<file path="src/hdl/cpu_core_pkg.sv">
// Package for the opcode-subset CPU core: payload structs, opcodes, status codes,
// state machine type and command codes. No dependencies.
`timescale 1ns / 1ps
`default_nettype none
package cpu_core_pkg;

  localparam int MemAddrBitsDefault = 16;
  localparam int QueueDepth = 2;

  typedef struct packed {
    logic        cmd;
    logic [15:0] addr;
    logic [7:0]  data;
  } in_item_t;

  typedef struct packed {
    logic [1:0]  status;
    logic [4:0]  t_cycles;
    logic [15:0] out_pc;
    logic [7:0]  out_a;
    logic [7:0]  out_flags;
    logic [15:0] out_bc;
    logic [15:0] out_de;
    logic [15:0] out_hl;
    logic [15:0] out_sp;
  } out_item_t;

  typedef enum logic [1:0] {
    ST_EXECUTED = 2'd0,
    ST_MEM_WRITTEN = 2'd1,
    ST_BAD_STOP = 2'd2,
    ST_UNIMPL = 2'd3
  } status_t;

  localparam logic CMD_WRITE = 1'b0;
  localparam logic CMD_EXEC  = 1'b1;

  localparam logic [7:0] OP_NOP = 8'h00, OP_LD_BC = 8'h01, OP_ST_BC = 8'h02,
    OP_INC_BC = 8'h03, OP_INC_B = 8'h04, OP_DEC_B = 8'h05, OP_LD_B = 8'h06,
    OP_RLCA = 8'h07, OP_ST_SP = 8'h08, OP_ADD_BC = 8'h09, OP_LD_A_BC = 8'h0A,
    OP_DEC_BC = 8'h0B, OP_INC_C = 8'h0C, OP_DEC_C = 8'h0D, OP_LD_C = 8'h0E,
    OP_RRCA = 8'h0F, OP_STOP = 8'h10, OP_LD_DE = 8'h11, OP_ST_DE = 8'h12,
    OP_INC_DE = 8'h13, OP_INC_D = 8'h14, OP_DEC_D = 8'h15, OP_LD_D = 8'h16,
    OP_RLA = 8'h17, OP_JR = 8'h18, OP_ADD_DE = 8'h19, OP_LD_A_DE = 8'h1A,
    OP_DEC_DE = 8'h1B, OP_INC_E = 8'h1C;

  typedef enum logic [2:0] {
    S_IDLE, S_FETCH_OP, S_FETCH_N1, S_FETCH_N2, S_OPERAND, S_WRITE_HI, S_EXEC, S_RESULT
  } exec_state_t;

endpackage
`default_nettype wire

</file>
<file path="src/hdl/cpu_core_queue.sv">
// Two-entry transaction queue between front end and execution back end.
// Depends on cpu_core_pkg.
`timescale 1ns / 1ps
`default_nettype none
module cpu_core_queue (
  input  wire                  clk,
  input  wire                  rst,
  input  wire                  in_valid,
  output logic                 in_ready,
  input  cpu_core_pkg::in_item_t in_item,
  output logic                 out_valid,
  input  wire                  out_ready,
  output cpu_core_pkg::in_item_t out_item
);
  import cpu_core_pkg::*;

  in_item_t slots [QueueDepth];
  logic wr_ptr, rd_ptr;
  logic [1:0] count;

  assign in_ready  = (count != 2'(QueueDepth));
  assign out_valid = (count != 2'd0);
  assign out_item  = slots[rd_ptr];

  always_ff @(posedge clk) begin
    if (in_valid && in_ready) slots[wr_ptr] <= in_item;
  end

  always_ff @(posedge clk) begin
    if (rst) begin
      wr_ptr <= 1'b0;
      rd_ptr <= 1'b0;
      count  <= 2'd0;
    end else begin
      if (in_valid && in_ready) wr_ptr <= ~wr_ptr;
      if (out_valid && out_ready) rd_ptr <= ~rd_ptr;
      unique case ({in_valid && in_ready, out_valid && out_ready})
        2'b10:   count <= count + 2'd1;
        2'b01:   count <= count - 2'd1;
        default: count <= count;
      endcase
    end
  end

  assert property (@(posedge clk) disable iff (rst) count <= 2'(QueueDepth))
    else $error("queue count overflow");
  assert property (@(posedge clk) disable iff (rst)
    (count == 2'd0) |-> !out_valid) else $error("empty queue shows valid");
  assert property (@(posedge clk) disable iff (rst)
    (in_valid && in_ready && !(out_valid && out_ready)) |=> count == $past(count) + 2'd1)
    else $error("queue count missed a push");
endmodule
`default_nettype wire

</file>
<file path="config.mk">
export PLATFORM = sky130hd
export DESIGN_NAME = cpu_core_queue
export DESIGN_NICKNAME = d
export VERILOG_FILES = /design/src/hdl/cpu_core_pkg.sv /design/src/hdl/cpu_core_queue.sv
export SDC_FILE = /design/constraint.sdc
export NUM_CORES = 1
export LEC_CHECK = 0
export BUFFER_PORTS_ARGS = -buffer_cell sky130_fd_sc_hd__buf_2
export CAP_MARGIN = 20
export CORE_UTILIZATION = 53
export CTS_BUF_LIST = sky130_fd_sc_hd__clkbuf_8
export DETAILED_ROUTE_END_ITERATION = 10
export GPL_TIMING_DRIVEN = 0
export MAX_ROUTING_LAYER = met4
export PLACE_DENSITY_LB_ADDON = 0.15
export SLEW_MARGIN = 20
export SYNTH_ARGS = -nofsm -noshare
export SYNTH_HDL_FRONTEND = slang
export SYNTH_SLANG_ARGS = --single-unit
</file>
<file path="constraint.sdc">
create_clock -name clk -period 2.3 [get_ports clk]
set_input_delay 0.115 -clock clk [delete_from_list [all_inputs] [get_ports clk]]
set_output_delay 0.115 -clock clk [all_outputs]
set_load 0.02 [all_outputs]
</file>
# ---- Word level (Yosys, flattened, before mapping)
# Memory sizes are Yosys's and may differ from the RTL's. A register that Yosys moved wholly into a read port is not among the register bits.
# Cells that the tools add are included.
dict set report word_totals {
  reg_bits 4
  latch_bits 0
  ram_bits 50
  mem_bits_ro 0
  input_bits 29
  output_inout_bits 27
  word_cells 20
  memories 1
}
# name words word_bits rd rd_ports_with_merged_regs write_ports line
set memory_table {}
lappend memory_table {slots 2 25 1 1 1 cpu_core_queue.sv:17} ;# in_item_t slots [QueueDepth];
dict set report classes {
  add_sub_neg 2
  mul 0
  div_mod_pow 0
  magnitude_cmp 0
  n_eq_ne 3
  n_shift 0
  muxes 5
  n_bitwise 2
  reduce_logical 4
}
# cell n
set ops {}
lappend ops {{$mux 1} 4}
lappend ops {{$pmux 2 s2} 1}
lappend ops {{$reduce_bool 2->1} 2}
lappend ops {{$add 2x1->2 const B} 1}
lappend ops {{$eq 2x1->1 const B} 1}
lappend ops {{$eq 2x2->1 const B} 1}
lappend ops {{$logic_and 1x1->1} 2}
lappend ops {{$ne 2x2->1 const B} 1}
lappend ops {{$not 1->1} 2}
lappend ops {{$sub 2x1->2 const B} 1}

# ---- Depth between registers and ports, before layout
dict set report depth {
  depth_word 4
  mapped_depth 6
}

# ---- Worst setup path before layout
# No wires, ideal clock.
dict set report synth_timing {
  path_kind {reg-to-reg}
  from {reg count[0]}
  to {mem slots[1][0] (netlist name), enable pin}
  setup_ns 0.384
  arrival_ns 1.418
  t_required_ns 1.916
  setup_slack_ns 0.498
  path_stages_with_launch 3
  path_buffers 0
  period_less_slack_ns 1.802
  path_cell_list {dfxtp_1 nand2b_1 and3_1}
}
dict set report synth_between {
  elab_chain_len 4
}
# element line
set synth_lines {}
lappend synth_lines {{from (decl)} cpu_core_queue.sv:19} ;# logic [1:0] count;
lappend synth_lines {{from (signal assigned)} cpu_core_queue.sv:38} ;# 2'b10: count <= count + 2'd1;
lappend synth_lines {{from (signal assigned)} cpu_core_queue.sv:39} ;# 2'b01: count <= count - 2'd1;
lappend synth_lines {{from (signal assigned)} cpu_core_queue.sv:40} ;# default: count <= count;
lappend synth_lines {{$ne 2x2->1} cpu_core_queue.sv:21} ;# assign in_ready = (count != 2'(QueueDepth));
lappend synth_lines {{named net in_ready} cpu_core_queue.sv:9} ;# output logic in_ready,
lappend synth_lines {{$logic_and 1x1->1} cpu_core_queue.sv:26} ;# if (in_valid && in_ready) slots[wr_ptr] <= in_item;
lappend synth_lines {{$mux 1} cpu_core_queue.sv:26}
lappend synth_lines {{$mux 1 (implied by the code)} cpu_core_queue.sv:26}
lappend synth_lines {{to (decl)} cpu_core_queue.sv:17}
# The timed path passes the listed nets, and every way through them passes these cells.

# ---- Worst setup path in the final report
dict set report layout_timing {
  from {reg count[0]}
  to {mem slots[0][5] (netlist name), enable pin}
}
dict set report layout_between {
  elab_chain_len 4
}
# element line
set layout_lines {}
lappend layout_lines {{$ne 2x2->1} cpu_core_queue.sv:21}
lappend layout_lines {{$logic_and 1x1->1} cpu_core_queue.sv:26}
lappend layout_lines {{$mux 1} cpu_core_queue.sv:26}
lappend layout_lines {{$mux 1 (implied by the code)} cpu_core_queue.sv:26}
# Every way passes these cells.

==> metrics.yaml <==
power:
  leakage_nw: 1.01
  powerDensity_mw_per_mm2: 1030
  ir_drop_mv: 0.793
setup_path:
  startpoint_type: "flop"
  critical-path-slowest-cell: "inv_1"
  crit_type: "reg -> reg"
  crit_path_cell_trace: "nand2b_1, nand3b_1, inv_1"
  critical_path.endpoint_type: "flop"
  crit_fanout: 25
  cp.required_ns: 2.22
  worstPathArrival_ns: 1.80
  cpPeakStageDelay_ns: 0.75
cells_and_area:
  area_growth_pct: 30.0
  multi_input_area_sq_um: 402
  final-seq-area_sq_mm: 0.00160
  fin_util_pct: 71.8
  fin_cells: 232
  nets: 213
  antenna_cells: 0
  drive_gt1_share_pct: 49.5
  fill_cells: 251
synthesis:
  synth_cell_types: 19
  synth_top_area_cell: "edfxtp_1"
  synth_area_sq_mm: 0.00202
  synth-async-reset-ratio_pct: 0
  yosys-top-cells-area: "edfxtp_1 (74%), mux2_2 (14%), dfxtp_1 (5.0%), xnor2_1 (0.87%), buf_2 (0.74%)"
  synth.avg_cell_area_sq_um: 19.8
  synth_ff_type: "edfxtp_1"
  synth_edf_count: 50
  synth_top_cell_area_share_pct: 74.3
  seq_area_frac_synth_pct: 79.3
  syn-num-nets: 132
  yosys_warnings: 0
  syn_inst: 102
  ys_ff_latch: 55
clock_network:
  cts_buffer_depth: 2
  cts_buffers: 5
  h-tree-depth: 2
  cts.sinks: 55
  clock_latency_ns: 0.29
  cts_tree: "done"
  clk_pin_slew_ns: 0.08
  cts_root_buffer: "clkbuf_8"
  post_cts_buffers: 0
worst_hold_path:
  hold_path.class: "in -> reg"
global_routing:
  antenna_found_initial: 0
  grt_pass1_wl_um: 5310
  grt_pass1_vias: 1193
  grt-ovfl-total: 0
  grt_max_degree: 26
  track_usage_pct: 18.4
timing:
  rsz0062_at_grt: "false"
  hold_viol: 0
  period_needed_ns: 1.88
  max_freq_mhz: 533
  worstMarginPinSlew_ns: 1.00
  finalSetupViolations: 0
  final.setup.tns_ns: 0
  period_share_pct: 81.6
  max-slew-margin-rel_pct: 33.1
  fin_skew_ns: 0.00535
  slew_viol_final: 0
placed_design:
  gp_congestion: 0.590
  dpl.cell_count: 205
  dp_hpwl_um: 2140
  port_buffers: 55
die:
  rows: 22
  core_sq_mm: 0.00366
  die_area_sq_mm: 0.00406
  pin_count: 56
  start_util_pct: 55.2
  die_h_um: 63.7
  die_x_um: 63.7
flow_run:
  max-cap-violations: 0
detailed_routing:
  drt_iter0_drc: 28
  ant_nets: 0
  drt_pre_antenna_iters: 4
  wl_per_cell_um: 14.2
  drt-total-wl_um: 3280
  vias: 1131
  vias_per_cell: 4.88
  drt_drc_violations_left: 0
status:
  status: "finished, final reports clean"
==> logic make-up after synthesis <==
kind of cell	Yosys count	synth area share, %
buf+inv	4	0.928
compound gates	5	1.61
mux	25	13.9
simple gates	9	2.35
flops	55	79.3
fa+ha+maj	1	0.619
xor+xnor	3	1.30
==> worst max-delay path: cells and delay by family (launching register included) <==
family / cells / cell delay (ns)
buffers and inverters: 1 / 0.75
flip-flops: 1 / 0.42
AND/OR/NAND/NOR: 2 / 0.33
==> repair_timing <==
item | in CTS | in global routing
resized for setup | 0 | 0
hold buffers | 10 | 9
endpoints found under the hold margin | 19 | 16
==> area by class of cell <==
cell class	instances	area share (%)
clock buffer	5	2.62
buffer	3	0.571
timing repair buffer	74	17.7
clock inverter	3	0.429
sequential	55	61.0
inverter	1	0.143
tap	48	2.29
multi-input combinational	43	15.3
==> Yosys cell counts, types with 2 or more instances <==
library cell  count
edfxtp_1         50
nor2_1            3
dfxtp_1           5
xnor2_1           2
buf_2             3
a21oi_1           2
mux2_2           25
==> state kept, by name, indices dropped and copies added (netlist names), named ones only <==
register / cells
count: 2
rd_ptr: 1
wr_ptr: 1
slots: 50
==> per-stage QoR <==
step | power, mW | area (sq um) | hold WS, ns | setup WS [ns]
2_1_floorplan | 1.97 | 2020 | 0.184 | 0.498
3_3_place_gp | 2.21 | 2360 | 0.302 | 0.351
3_5_place_dp | 2.25 | 2360 | 0.307 | 0.328
4_1_cts | 2.73 | 2540 | 0.000205 | 0.311
5_1_grt | 2.85 | 2630 | 0.000879 | 0.257
6_report | 2.72 | 2630 | 0.00611 | 0.422
==> final timing paths <==
path	startpoint	to	slack, ns	cells past startpoint
max	count[0]	slots[0][5]	0.42	3
min	in_item[20]	slots[0][20]	0.006	1
max reg2reg	count[0]	slots[0][5]	0.42	3
min reg2reg	count[1]	count[1]	0.56	2
==> routing by layer <==
layer | vias up | part of all wire, % | GRT usage [%]
li1 | 552 | - | -
met1 | 542 | 40 | 20.2
met2 | 31 | 54 | 31.5
met3 | 6 | 4.5 | 5.89
met4 | 0 | 1.3 | 5.97
met5 | - | 0 | -
==> placed cells by master, fill, tap and decap left out <==
master,n
o21a_1,1
dlygate4sd3_1,19
xnor2_1,2
or3_1,1
nor2_1,3
dfxtp_1,5
mux2_2,25
ha_1,1
or2_2,1
edfxtp_1,50
nand3b_1,1
a21bo_2,1
and3_2,1
a21oi_1,2
nand2_1,1
xor2_1,1
inv_1,2
nand2b_1,1
o21ai_0,1
clkinv_1,2
buf_2,58
clkbuf_8,5
==> power breakdown <==
group          internal [mW]  switching [mW]  leakage, nW
registers               1.27          0.0507        0.509
logic                  0.391           0.531        0.458
clock network          0.204           0.270       0.0444
Note: power is estimated with default switching activity, not from simulation.
